==> config.mk <==
export PLATFORM = sky130hd
export DESIGN_NAME = stit_ctrl
export DESIGN_NICKNAME = d
export VERILOG_FILES = /design/src/stit_pkg.sv /design/src/stit_ctrl.sv
export SDC_FILE = /design/constraint.sdc
export NUM_CORES = 1
export LEC_CHECK = 0
export ABC_CLOCK_PERIOD_IN_PS = 2600
export BUFFER_PORTS_ARGS = -buffer_cell sky130_fd_sc_hd__clkbuf_2
export CORE_AREA = 4 4 41 43
export DETAILED_ROUTE_END_ITERATION = 8
export DIE_AREA = 0 0 45 47
export PLACE_DENSITY = 0.68
export SYNTH_ARGS = -nofsm -noshare
export SYNTH_HDL_FRONTEND = slang
export SYNTH_SLANG_ARGS = --single-unit
==> constraint.sdc <==
create_clock -name clock -period 2.6 [get_ports clock]
set_input_delay 0.52 -clock clock [delete_from_list [all_inputs] [get_ports clock]]
set_output_delay 0.52 -clock clock [all_outputs]
set_load 0.03 [all_outputs]
==> src/stit_pkg.sv <==
`timescale 1ns / 1ps
// ----------------------------------------------------------------------------
// stit_pkg: shared types and constants of the sorted timestamp index table
// Record layout, status codes, read-address selects and the command and
// status bundles passed between the controller and the datapath.
// ----------------------------------------------------------------------------
package stit_pkg;

   localparam int STIT_CAPACITY = 256;
   localparam int DATA_W        = 64;
   localparam int STAT_W        = 3;
   localparam int HELD_W        = 9;

   localparam logic [STAT_W-1:0] ST_INSERTED  = 3'd0;
   localparam logic [STAT_W-1:0] ST_DUPLICATE = 3'd1;
   localparam logic [STAT_W-1:0] ST_FULL      = 3'd2;
   localparam logic [STAT_W-1:0] ST_FOUND     = 3'd3;
   localparam logic [STAT_W-1:0] ST_EMPTY     = 3'd4;

   localparam logic [1:0] RD_MID   = 2'd0;
   localparam logic [1:0] RD_LO    = 2'd1;
   localparam logic [1:0] RD_LOM1  = 2'd2;
   localparam logic [1:0] RD_SHIFT = 2'd3;

   typedef struct packed {
      logic [DATA_W-1:0] stamp;
      logic [DATA_W-1:0] position;
      logic [DATA_W-1:0] frames;
   } rec_type;

   typedef struct packed {
      logic              load_req;
      logic              rd_en;
      logic [1:0]        rd_sel;
      logic              step;
      logic              shift_init;
      logic              shift_step;
      logic              insert;
      logic              res_load;
      logic [STAT_W-1:0] res_status;
      logic              res_take_rd;
      logic              emit;
   } cmd_type;

   typedef struct packed {
      logic search_done;
      logic is_find;
      logic cnt_zero;
      logic hit;
      logic full;
      logic lo_zero;
      logic shift_done;
      logic out_free;
   } sts_type;

endpackage

==> src/stit_ctrl.sv <==
`timescale 1ns / 1ps
// ----------------------------------------------------------------------------
// stit_ctrl: controller of the sorted timestamp index table
// Sequences the binary search, duplicate and full checks, the shift of
// stored records for an insert, the find pick and the result hand-off.
// ----------------------------------------------------------------------------
module stit_ctrl
   import stit_pkg::*;
(
   input  logic    clock,
   input  logic    reset,
   input  logic    req_valid,
   output logic    req_ready,
   input  sts_type sts,
   output cmd_type cmd
);

   localparam logic [2:0] S_IDLE   = 3'd0;
   localparam logic [2:0] S_SEARCH = 3'd1;
   localparam logic [2:0] S_CMP    = 3'd2;
   localparam logic [2:0] S_CHECK  = 3'd3;
   localparam logic [2:0] S_FETCH  = 3'd4;
   localparam logic [2:0] S_SHIFT  = 3'd5;
   localparam logic [2:0] S_INSERT = 3'd6;
   localparam logic [2:0] S_EMIT   = 3'd7;

   logic [2:0] state_ff, state_in;

   assign req_ready = (state_ff == S_IDLE);

   always_comb begin
      state_in = state_ff;
      cmd      = '0;
      case (state_ff)
         S_IDLE: begin
            if (req_valid) begin
               cmd.load_req = 1'b1;
               state_in     = S_SEARCH;
            end
         end
         S_SEARCH: begin
            cmd.rd_en = 1'b1;
            if (!sts.search_done) begin
               cmd.rd_sel = RD_MID;
               state_in   = S_CMP;
            end else begin
               cmd.rd_sel = RD_LO;
               state_in   = S_CHECK;
            end
         end
         S_CMP: begin
            cmd.step = 1'b1;
            state_in = S_SEARCH;
         end
         S_CHECK: begin
            if (sts.is_find) begin
               if (sts.cnt_zero) begin
                  cmd.res_load   = 1'b1;
                  cmd.res_status = ST_EMPTY;
                  state_in       = S_EMIT;
               end else if (sts.hit || sts.lo_zero) begin
                  cmd.res_load    = 1'b1;
                  cmd.res_status  = ST_FOUND;
                  cmd.res_take_rd = 1'b1;
                  state_in        = S_EMIT;
               end else begin
                  cmd.rd_en  = 1'b1;
                  cmd.rd_sel = RD_LOM1;
                  state_in   = S_FETCH;
               end
            end else begin
               if (sts.hit) begin
                  cmd.res_load   = 1'b1;
                  cmd.res_status = ST_DUPLICATE;
                  state_in       = S_EMIT;
               end else if (sts.full) begin
                  cmd.res_load   = 1'b1;
                  cmd.res_status = ST_FULL;
                  state_in       = S_EMIT;
               end else begin
                  cmd.shift_init = 1'b1;
                  state_in       = S_SHIFT;
               end
            end
         end
         S_FETCH: begin
            cmd.res_load    = 1'b1;
            cmd.res_status  = ST_FOUND;
            cmd.res_take_rd = 1'b1;
            state_in        = S_EMIT;
         end
         S_SHIFT: begin
            if (!sts.shift_done) begin
               cmd.rd_en      = 1'b1;
               cmd.rd_sel     = RD_SHIFT;
               cmd.shift_step = 1'b1;
            end else begin
               state_in = S_INSERT;
            end
         end
         S_INSERT: begin
            cmd.insert     = 1'b1;
            cmd.res_load   = 1'b1;
            cmd.res_status = ST_INSERTED;
            state_in       = S_EMIT;
         end
         S_EMIT: begin
            if (sts.out_free) begin
               cmd.emit = 1'b1;
               state_in = S_IDLE;
            end
         end
         default: begin
            state_in = S_IDLE;
         end
      endcase
   end

   always_ff @(posedge clock) begin
      if (reset) begin
         state_ff <= S_IDLE;
      end else begin
         state_ff <= state_in;
      end
   end

endmodule

Word level (Yosys, flattened, before mapping)
Cells that the tools add are included.

word-level totals
  word-level logic and storage cells = 52
  flip-flop bits (word level) = 3

cells by class
  muxes and demuxes = 37
  equal/unequal tests = 10
  reduce and logical (&&, ||, !) cells = 4

operators by type and width
  cell                                                  count
  two-way mux 3 bit                                     10
  case mux 3 bit (7 select lines)                       1
  two-way mux 1 bit                                     16
  two-way mux 4 bit                                     4
  equality test 3 bit (second input constant)           4
  case mux 4 bit (3 select lines)                       1
  case mux 3 bit (3 select lines)                       1
  equality test 3 x 2 -> 1 bit (second input constant)  2
  inequality test 2 bit (second input constant)         3
  two-way mux 5 bit                                     1
  two-way mux 2 bit                                     2
  equality test 3 x 1 -> 1 bit (second input constant)  1
  zero test 3 bit                                       1
  AND reduction 3 bit                                   1
  case mux 1 bit (2 select lines)                       1
  OR reduction 2 bit                                    1
  logical OR 1 bit                                      1

Longest topological paths before layout
Gate-level depths: netlist of run 1.

  word-level depth = 5
  depth in mapped cells = 4

Worst setup path after synthesis of run 1
Ideal clock, no wire load.

  path kind = input to output
  start = in sts[7] (netlist name)
  end = out cmd[10] (netlist name)
  buffers on the path = 0
  path slack = -0.036 ns
  stages = 2
  data arrival time = 2.116 ns
  data required time = 2.080 ns
  cells stage by stage = nor2_1 -> a2111oi_0

RTL lines
  element          line             RTL
  start, declared  stit_ctrl.sv:14  input sts_type sts,
  end, declared    stit_ctrl.sv:15  output cmd_type cmd

==> metrics.csv, run 1 <==
metric,value,unit
Reg with most FFs,state_ff,
global placer's final weighted congestion,0.7426,
final hold violations,0,
most common cell in the netlist,nor2_1,
FMAX,463.7,MHz
routed via count,473,
register area,60.06,sq um
area of the multi-input gates,284.0,sq um
Yosys reg bits,3,
setup ws final,0.4432,ns
Switching Share,0.4117,
Int Pwr,0.1478,mW
GRT overflow,0,
Post-Place Worst Slack,0.5003,ns
fraction of layout cells with a size suffix above 1,0.4321,
H-Tree Depth,1,
unrepaired setup endpoints after global routing,false,
Cell Pwr Density,481.4,mW/mm^2
Syn. warnings,0,
Tmin final,2.157,ns
Max VDD drop,132.1,uV
Setup Viol. Count Final,0,
top post-synthesis cells by area,"dfxtp_1 (16%), nor2_1 (8.2%), nand2_1 (7.2%), a21oi_1 (4.1%), buf_2 (4.1%)",
"area leader, netlist",dfxtp_1,
Layout fillers,154,
Gate Count Post-Synth,55,
Crit Path Max Fanout,9,
Yosys cell types,28,
register area share after synthesis,0.1644,
die area,0.002115,sq mm
sequential power share,0.255,
synth cell count leaders,"nor2_1 (8), nand2_1 (7)",
worst-margin pin slew,0.4120,ns
post-route cell area,521.8,sq um
RR Startpoint,state_ff[1],
Mean Syn Cell Area,6.643,sq um
CTS Hold Bufs,0,
first-pass GRT wire length,1.607,mm
# diodes,0,
number of port buffers,25,
max reg flops,3,
crit path kind,reg -> out,
routed length per instance,11.04,um
CP endpoint kind,output port,
CP arrival,1.64,ns
"CTS clk-pin slew, worst paths",0.04,ns
max_cap viols,0,
Die Width,45,um
Post-DP HPWL,848.8,um
Clk network pwr share,0.323,
worst reg2reg endpoint,state_ff[0],
Initial Util,0.2808,
Clock Path Buffers,2,
critical path launch point type,register,
status,completed,
CTS Buf Count,3,
CTS Root Cell,clkbuf_4,
core area,0.001301,sq mm
Final TNS setup,0,ns
Reg2Reg Setup Slack,1.27,ns
P_leak,0.2610,nW
DR iter-0 viols,1,
number of synthesized flops with an enable pin,0,
Rows,13,
I/O pins,26,
residual DRC count,0,
"Cell Area, Synth",365.4,sq um
Clock Sink Count,3,
postcts setup bufs,0,
ys async rst share,0,
Yosys top cell area share,0.1644,
largest net degree at the start of global routing,16,
Post-synth top flop,dfxtp_1,
worst skew pair latency,0.23,ns
Die Height,47,um
Detail Route Antenna Nets,0,
Placed Instance Area,495.5,sq um
largest registers,state_ff: 3 flops,
fin nets,93,
clock skew,0.001187,ns
CTS tree,built,
Net Sw Power,0.1034,mW
Final Cycle Share,0.8295,
initial antenna violation count,0,
Worst Hold Class,in -> reg,
GRT Util Overall,0.1058,
number of global-route vias before repair,387,
Worst Hold End,state_ff[0],
average via count per standard cell,4.927,
Final Routed Wirelength,1.060,mm
worst path required time,2.08,ns
pins over their slew limit,0,
combinational share of power,0.422,
R2R cell count,3,
Hold Path Depth,2,
worst rel slew slack,0.7250,
post-CTS sizing,0,
DRT Pass-1 Iters,3,
area grow syn2layout,42.81,%
HP Start,reset,
syn nets,66,
power groups by stage:
| stage | logic [mW] | registers [mW] | clock network, mW |
|---|---|---|---|
| floorplan | 0.0857 | 0.0538 | 0 |
| global placement | 0.106 | 0.0643 | 0 |
| detailed placement | 0.107 | 0.0645 | 0 |
| CTS | 0.107 | 0.0639 | 0.0863 |
| global route | 0.115 | 0.0653 | 0.0930 |
| finish | 0.106 | 0.0640 | 0.0811 |
area by class of cell:
type                            instances  share of cell area
Clock buffer                            4             0.05036
Inverter                                2             0.01439
Multi-Input combinational cell         47              0.5444
Sequential cell                         3              0.1151
Tap cell                               15             0.03597
Timing Repair Buffer                   25              0.2398
through the flow:
stage	hold slack [ns]	instances	util	power (mW)
6_report	0.5014	96	0.4010	0.2512
5_1_grt	0.5216	96	0.4010	0.2736
4_1_cts	0.4933	96	0.4010	0.2575
3_5_place_dp	0.6202	92	0.3808	0.1713
3_3_place_gp	0.6046	92	0.3808	0.1700
2_1_floorplan	0.5326	55	-	0.1395
how the worst max path moves through the flow:
stage / startpoint / to / cells after the start
after floorplan: sts[7] / cmd[10] / 2
after global placement: sts[4] / cmd[12] / 5
after detailed placement: sts[4] / cmd[12] / 5
after CTS: state_ff[0] / cmd[1] / 4
after global routing: state_ff[0] / cmd[1] / 4
final: state_ff[0] / cmd[1] / 4
critical path: stages (launching register included):
cell,delay (ns)
dfxtp_1,0.47
nor2b_1,0.26
nand2_1,0.19
o21ai_0,0.24
clkbuf_2,0.24
kinds of logic (layout without fill, tap and decap cells):
kind of cell | count (synthesis) | after routing | share of synthesized area
compound gates | 15 | 15 | 0.2877
flops | 3 | 3 | 0.1644
simple gates | 32 | 32 | 0.4863
buf+inv | 5 | 31 | 0.06164
routing by layer:
| metal | GRT usage | wire length (um) |
|---|---|---|
| met1 | 0.1338 | 482 |
| met2 | 0.1525 | 473 |
| met3 | 0.04598 | 95 |
| met4 | 0.05263 | 8 |
| met5 | 0 | 0 |
cell usage in the layout (no fill, tap or decap), drive strengths merged:
master   synthesis  routed
and2b            1       1
a311o            1       1
dfxtp            3       3
o32ai            1       1
a311oi           1       1
or4b             1       1
nand3            1       1
and2             1       1
nand2            7       7
a2111oi          1       1
a21boi           1       1
nor4             1       1
nor2             8       8
inv              2       2
a21o             1       1
a22oi            1       1
or2              2       2
or3              2       2
a21oi            3       3
clkbuf           0      29
nand2b           2       2
nor3             2       2
nor2b            2       2
and3             2       2
o22ai            2       2
o21ai            3       3
Note: power is estimated with default switching activity, not from simulation.
==> inputs of run 2 (changes only) <==
--- a/config.mk
+++ b/config.mk
@@ -5,7 +5,7 @@
 export SDC_FILE = /design/constraint.sdc
 export NUM_CORES = 1
 export LEC_CHECK = 0
-export ABC_CLOCK_PERIOD_IN_PS = 2600
+export ABC_CLOCK_PERIOD_IN_PS = 2000
 export BUFFER_PORTS_ARGS = -buffer_cell sky130_fd_sc_hd__clkbuf_2
 export CORE_AREA = 4 4 41 43
 export DETAILED_ROUTE_END_ITERATION = 8
==> constraint.sdc (replaced) <==
create_clock -name clock -period 2 [get_ports clock]
set_input_delay 0.4 -clock clock [delete_from_list [all_inputs] [get_ports clock]]
set_output_delay 0.4 -clock clock [all_outputs]
set_load 0.03 [all_outputs]
==> metrics.csv, run 2 (same netlist as run 1, synthesis figures left out) <==
metric,value,unit,change
status,completed,,unchanged
residual DRC count,0,,unchanged
cell count after placement,94,,was 92
Max VDD drop,163.3,uV,was 132.1 uV
# diodes,0,,unchanged
max_cap viols,0,,unchanged
critical path launch point type,register,,unchanged
Worst Path Buf+Inv,2,,was 1
pins over their slew limit,0,,unchanged
Die Height,47,um,unchanged
post-CTS sizing,0,,unchanged
worst-margin pin slew,0.2482,ns,was 0.4120 ns
postcts setup bufs,0,,unchanged
worst skew pair latency,0.23,ns,about the same
Crit path depth,4,,unchanged
"CTS clk-pin slew, worst paths",0.04,ns,about the same
Reg2Reg Setup Slack,0.80,ns,was 1.27 ns
Die Width,45,um,unchanged
core area,0.001301,sq mm,unchanged
routed via count,492,,was 473
CTS Root Cell,clkbuf_4,,unchanged
die area,0.002115,sq mm,unchanged
Rows,13,,unchanged
CP Cell Sequence,"inv_1, or3_1, o21ai_0, clkbuf_2",,"was nor2b_1, nand2_1, o21ai_0, clkbuf_2"
worst path required time,1.60,ns,was 2.08 ns
Placed Instance Area,515.5,sq um,was 495.5 sq um
"commonest non-fill, non-tap cells in the layout","clkbuf_2 (25), nor2_1 (8), nand2_1 (7)",,unchanged
Cell Pwr Density,623.6,mW/mm^2,was 481.4 mW/mm^2
Final TNS setup,0,ns,unchanged
Clock Path Buffers,2,,unchanged
DRT Pass-1 Iters,4,,was 3
Clock Sink Count,3,,unchanged
DR iter-0 viols,6,,was 1
FMAX,528.2,MHz,
cell family with most CP delay,flip-flops,,unchanged
global placer's final weighted congestion,0.7314,,was 0.7426
Post-DP HPWL,905.3,um,was 848.8 um
final hold violations,0,,unchanged
R2R cell count,3,,unchanged
worst setup path endpoint,cmd[2],,was cmd[1]
post-route cell area,543.0,sq um,was 521.8 sq um
first-pass GRT wire length,1.711,mm,was 1.607 mm
max reg flops,3,,unchanged
Worst Hold Class,in -> reg,,unchanged
Initial Util,0.2808,,unchanged
metal2 WL,522,um,was 473 um
worst rel slew slack,0.8342,,was 0.7250
CTS Hold Bufs,0,,unchanged
slowest CP cell,dfxtp_1,,unchanged
area grow syn2layout,48.63,%,was 42.81%
P_leak,0.2725,nW,was 0.2610 nW
H-Tree Depth,1,,unchanged
largest net degree at the start of global routing,16,,unchanged
"commonest non-fill, non-tap cell in the layout",clkbuf_2,,unchanged
fin nets,95,,was 93
number of port buffers,25,,unchanged
Crit Path Max Fanout,6,,was 9
GRT overflow,0,,unchanged
Final Non-Filler Cells,98,,was 96
CP arrival,1.49,ns,was 1.64 ns
CP endpoint kind,output port,,unchanged
Reg with most FFs,state_ff,,unchanged
crit path kind,reg -> out,,unchanged
CTS Buf Count,3,,unchanged
Tmin final,1.893,ns,
Max stage delay on crit path,0.42,ns,was 0.47 ns
Detail Route Antenna Nets,0,,unchanged
Final Cycle Share,0.9466,,
Top Layer Used,met3,,was met4
initial antenna violation count,0,,unchanged
overall power,0.3386,mW,was 0.2512 mW
clock skew,0.003099,ns,was 0.001187 ns
CTS tree,built,,unchanged
largest registers,state_ff: 3 flops,,unchanged
number of global-route vias before repair,445,,was 387
met3 routed WL,111,um,was 95 um
average via count per standard cell,5.020,,was 4.927
RR Startpoint,state_ff[1],,unchanged
unrepaired setup endpoints after global routing,false,,unchanged
I/O pins,26,,unchanged
Final Routed Wirelength,1.123,mm,was 1.060 mm
Worst Setup SP,state_ff[2],,was state_ff[0]
routed length per instance,11.46,um,was 11.04 um
Layout fillers,149,,was 154
met1 WL,489,um,was 482 um
worst reg2reg endpoint,state_ff[0],,unchanged
Setup Viol. Count Final,0,,unchanged
GRT Util Overall,0.1112,,was 0.1058
fraction of layout cells with a size suffix above 1,0.4699,,was 0.4321
[run 2: changes by cell type in the layout (fill, tap and decap cells not counted)]
cell	change
dfxtp_2	+1
buf_4	+2
a2111oi_2	+1
a2111oi_1	-1
dfxtp_1	-1
[run 2: report_power, final]
part	internal, mW	switching, mW	leakage (nW)	total [mW]
sequential	0.0670	0.0117	0.0251	0.0787
clock	0.0748	0.0323	0.0150	0.107
combinational	0.0563	0.0964	0.232	0.153
[run 2: how the worst min path moves through the flow]
stage | endpoint | slack, ns | cells past startpoint | from
after CTS | state_ff[0] | 0.38 | 2 | reset
after detailed placement | state_ff[2] | 0.57 | 2 | state_ff[2]
final | state_ff[0] | 0.39 | 2 | reset
after global routing | state_ff[0] | 0.39 | 2 | reset
after floorplan | state_ff[0] | 0.47 | 1 | reset
after global placement | state_ff[2] | 0.56 | 2 | state_ff[2]
[run 2: metal layers]
layer	track usage	vias up
li1	-	257
met1	0.1290	214
met2	0.1751	21
met3	0.03831	0
met4	0.07018	0
met5	0	-
[run 2: area by class of cell]
cell class	instances	area [sq um]	area share
Timing Repair Buffer	27	140.1	0.2581
Tap cell	15	18.77	0.03456
Clock buffer	4	26.28	0.04839
Inverter	2	7.507	0.01382
Sequential cell	3	61.31	0.1129
Multi-Input combinational cell	47	289.0	0.5323
[run 2: per-stage QoR]
| step | hold WS, ns | utilization | setup WS [ns] |
|---|---|---|---|
| after floorplan | 0.4721 | - | 0.01277 |
| after global placement | 0.5604 | 0.3962 | 0.1520 |
| after detailed placement | 0.5747 | 0.3962 | 0.1438 |
| after CTS | 0.3771 | 0.4163 | 0.05260 |
| after global routing | 0.3946 | 0.4173 | 0.02137 |
| final | 0.3907 | 0.4173 | 0.1068 |
==> inputs of run 3 (changes only) <==
--- a/config.mk
+++ b/config.mk
@@ -5,12 +5,14 @@
 export SDC_FILE = /design/constraint.sdc
 export NUM_CORES = 1
 export LEC_CHECK = 0
-export ABC_CLOCK_PERIOD_IN_PS = 2000
+export ABC_AREA = 1
+export ABC_CLOCK_PERIOD_IN_PS = 1800
 export BUFFER_PORTS_ARGS = -buffer_cell sky130_fd_sc_hd__clkbuf_2
 export CORE_AREA = 4 4 41 43
 export DETAILED_ROUTE_END_ITERATION = 8
 export DIE_AREA = 0 0 45 47
-export PLACE_DENSITY = 0.68
+export GPL_TIMING_DRIVEN = 1
+export PLACE_DENSITY = 0.66
 export SYNTH_ARGS = -nofsm -noshare
 export SYNTH_HDL_FRONTEND = slang
 export SYNTH_SLANG_ARGS = --single-unit
==> constraint.sdc (replaced) <==
create_clock -name clock -period 1.8 [get_ports clock]
set_input_delay 0.36 -clock clock [delete_from_list [all_inputs] [get_ports clock]]
set_output_delay 0.36 -clock clock [all_outputs]
set_load 0.03 [all_outputs]
==> metrics.csv, run 3 <==
metric,value,unit,change
Die Height,47,um,unchanged
clock skew,0.005367,ns,was 0.003099 ns
Worst Path Buf+Inv,3,,was 2
H-Tree Depth,1,,unchanged
I/O pins,26,,unchanged
routed via count,469,,was 492
area grow syn2layout,54.04,%,was 48.63%
CTS Buf Count,3,,unchanged
Post-DP HPWL,874.6,um,was 905.3 um
CP endpoint kind,output port,,unchanged
Worst Hold Class,in -> reg,,unchanged
worst path required time,1.44,ns,was 1.60 ns
Yosys top cell area share,0.1765,,was 0.1644
"commonest non-fill, non-tap cell in the layout",clkbuf_2,,unchanged
number of port buffers,25,,unchanged
largest family of logic cells by synthesized area,simple AND/OR/NAND/NOR gates,,unchanged
cell family with most CP delay,simple AND/OR/NAND/NOR gates,,was flip-flops
max_cap viols,0,,unchanged
FMAX,586.8,MHz,
post-CTS sizing,3,,was 0
Post-synth top flop,dfxtp_1,,unchanged
Gate Count Post-Synth,63,,was 55
Setup Viol. Count Final,0,,unchanged
die area,0.002115,sq mm,unchanged
DRT Pass-1 Iters,1,,was 4
global placer's final weighted congestion,0.7748,,was 0.7314
Syn. warnings,0,,unchanged
"commonest non-fill, non-tap cells in the layout","clkbuf_2 (23), nor2_1 (16), nand2_1 (10), nand3_1 (10), inv_1 (8)",,"was clkbuf_2 (25), nor2_1 (8), nand2_1 (7)"
cell count after placement,103,,was 94
Yosys reg bits,3,,unchanged
CP arrival,1.34,ns,was 1.49 ns
Clock Path Buffers,2,,unchanged
Adder-Cell Fraction of Synth Area,0,,unchanged
postcts setup bufs,0,,unchanged
final hold violations,0,,unchanged
largest net degree at the start of global routing,8,,was 16
fraction of layout cells with a size suffix above 1,0.4565,,was 0.4699
complex-gate fraction of the synthesized area,0.08456,,was 0.2877
"area leader, netlist",dfxtp_1,,unchanged
Cell Pwr Density,867.4,mW/mm^2,was 623.6 mW/mm^2
GRT overflow,0,,unchanged
Yosys cell types,15,,was 28
Mean Syn Cell Area,5.402,sq um,was 6.643 sq um
Tmin final,1.704,ns,
core area,0.001301,sq mm,unchanged
crit path kind,reg -> out,,unchanged
unrepaired setup endpoints after global routing,false,,unchanged
fin nets,104,,was 95
routed length per instance,9.813,um,was 11.46 um
"CTS clk-pin slew, worst paths",0.04,ns,about the same
first-pass GRT wire length,1.725,mm,was 1.711 mm
Final Routed Wirelength,1.050,mm,was 1.123 mm
worst skew pair latency,0.23,ns,about the same
pins over their slew limit,0,,unchanged
Max stage delay on crit path,0.36,ns,was 0.42 ns
ys async rst share,0,,unchanged
CTS tree,built,,unchanged
Reg with most FFs,state_ff,,unchanged
"Cell Area, Synth",340.3,sq um,was 365.4 sq um
Final Cycle Share,0.9468,,
CTS Root Cell,clkbuf_4,,unchanged
Final Non-Filler Cells,107,,was 98
Clock Sink Count,3,,unchanged
mux contribution to synthesized area,0,,unchanged
Crit Path Max Fanout,5,,was 6
max reg flops,3,,unchanged
top post-synthesis cells by area,"dfxtp_1 (18%), nor2_1 (18%), nand3_1 (15%), nand2_1 (11%), inv_1 (8.8%)",,"was dfxtp_1 (16%), nor2_1 (8.2%), nand2_1 (7.2%), a21oi_1 (4.1%), buf_2 (4.1%)"
Post-Place Worst Slack,0.1965,ns,was 0.1438 ns
Final TNS setup,0,ns,unchanged
setup ws final,0.09574,ns,was 0.1068 ns
residual DRC count,0,,unchanged
number of global-route vias before repair,424,,was 445
XOR/XNOR share of the synthesized area,0,,unchanged
# diodes,0,,unchanged
Initial Util,0.2615,,was 0.2808
worst rel slew slack,0.8415,,was 0.8342
largest registers,state_ff: 3 flops,,unchanged
Layout fillers,153,,was 149
worst-margin pin slew,0.2360,ns,was 0.2482 ns
Max VDD drop,598.1,uV,was 163.3 uV
average via count per standard cell,4.383,,was 5.020
initial antenna violation count,0,,unchanged
DR iter-0 viols,0,,was 6
post-synthesis simple-gate area fraction,0.6066,,was 0.4863
Detail Route Antenna Nets,0,,unchanged
number of synthesized flops with an enable pin,0,,unchanged
CP Cell Sequence,"inv_2, nand2_2, inv_2, nand2_2, o21ai_2, or2_1, clkbuf_4",,"was inv_1, or3_1, o21ai_0, clkbuf_2"
critical path launch point type,register,,unchanged
most common cell in the netlist,nor2_1,,unchanged
register area share after synthesis,0.1765,,was 0.1644
syn nets,74,,was 66
Rows,13,,unchanged
synth cell count leaders,"nor2_1 (16), nand2_1 (10), nand3_1 (10)",,"was nor2_1 (8), nand2_1 (7)"
Die Width,45,um,unchanged
CTS Hold Bufs,0,,unchanged
slowest CP cell,dfxtp_4,,was dfxtp_1
P_leak,0.3201,nW,was 0.2725 nW
GRT Util Overall,0.1096,,was 0.1112
hold_ws,0.3103,ns,was 0.3907 ns
status,completed,,unchanged
overall power,0.4547,mW,was 0.3386 mW
run 3: cell types whose count changed after synthesis, moves of 3 or more:
cell and change:
nand2_2 +3, o21ai_0 -3, nand2_1 +3, nand3_1 +9, nor2_1 +8, buf_2 -3, inv_2 +4, inv_1 +6
a21oi_1 -3
run 3: layer usage:
metal,part of all wire,track usage,up-vias
li1,-,-,259
met1,0.44,0.1267,198
met2,0.49,0.1864,12
met3,0.070,0.05364,0
met4,0,0.01754,0
met5,0,0,-
run 3: metrics by stage:
step                area [sq um]    util
global placement           484.2  0.3721
floorplan                  340.3       -
CTS                        515.5  0.3962
detailed placement         484.2  0.3721
finish                     524.3  0.4029
global route               524.3  0.4029
run 3: cells by family after synthesis:
kind of cell,Yosys count
AO/OA/AOI/OAI,3
buffers and inverters,12
AND/OR/NAND/NOR,45
flip-flops,3
run 3: path summary, 6_finish.rpt:
kind / start / end / slack (ns) / cells past startpoint
worst min register to register: state_ff[2] / state_ff[2] / 0.55 / 2
worst max-delay path: state_ff[1] / cmd[12] / 0.1 / 7
worst min-delay path: reset / state_ff[2] / 0.31 / 2
worst max register to register: state_ff[1] / state_ff[0] / 0.77 / 7
run 3: area by class of cell:
cell class | count | area, sq um | area share
clock buffer | 4 | 26.28 | 0.05012
inverter | 12 | 45.04 | 0.08592
multi-input combinational | 48 | 235.2 | 0.4487
sequential | 3 | 68.82 | 0.1313
tap | 15 | 18.77 | 0.03580
timing repair buffer | 25 | 130.1 | 0.2482
run 3: worst register-to-register path, stage by stage, from the launching register on:
cell and delay (ns):
dfxtp_4 0.36, inv_2 0.06, nand2_2 0.08, inv_2 0.04
nand2_2 0.10, nand3_1 0.10, nor2_1 0.12, nor2_1 0.05
run 3: power breakdown:
group / leakage (nW) / switching (mW) / total [mW] / internal, mW
Combinational: 0.279 / 0.161 / 0.235 / 0.0740
Clock: 0.0150 / 0.0347 / 0.118 / 0.0830
Sequential: 0.0264 / 0.0202 / 0.102 / 0.0820
Total: 0.320 / 0.216 / 0.455 / 0.239
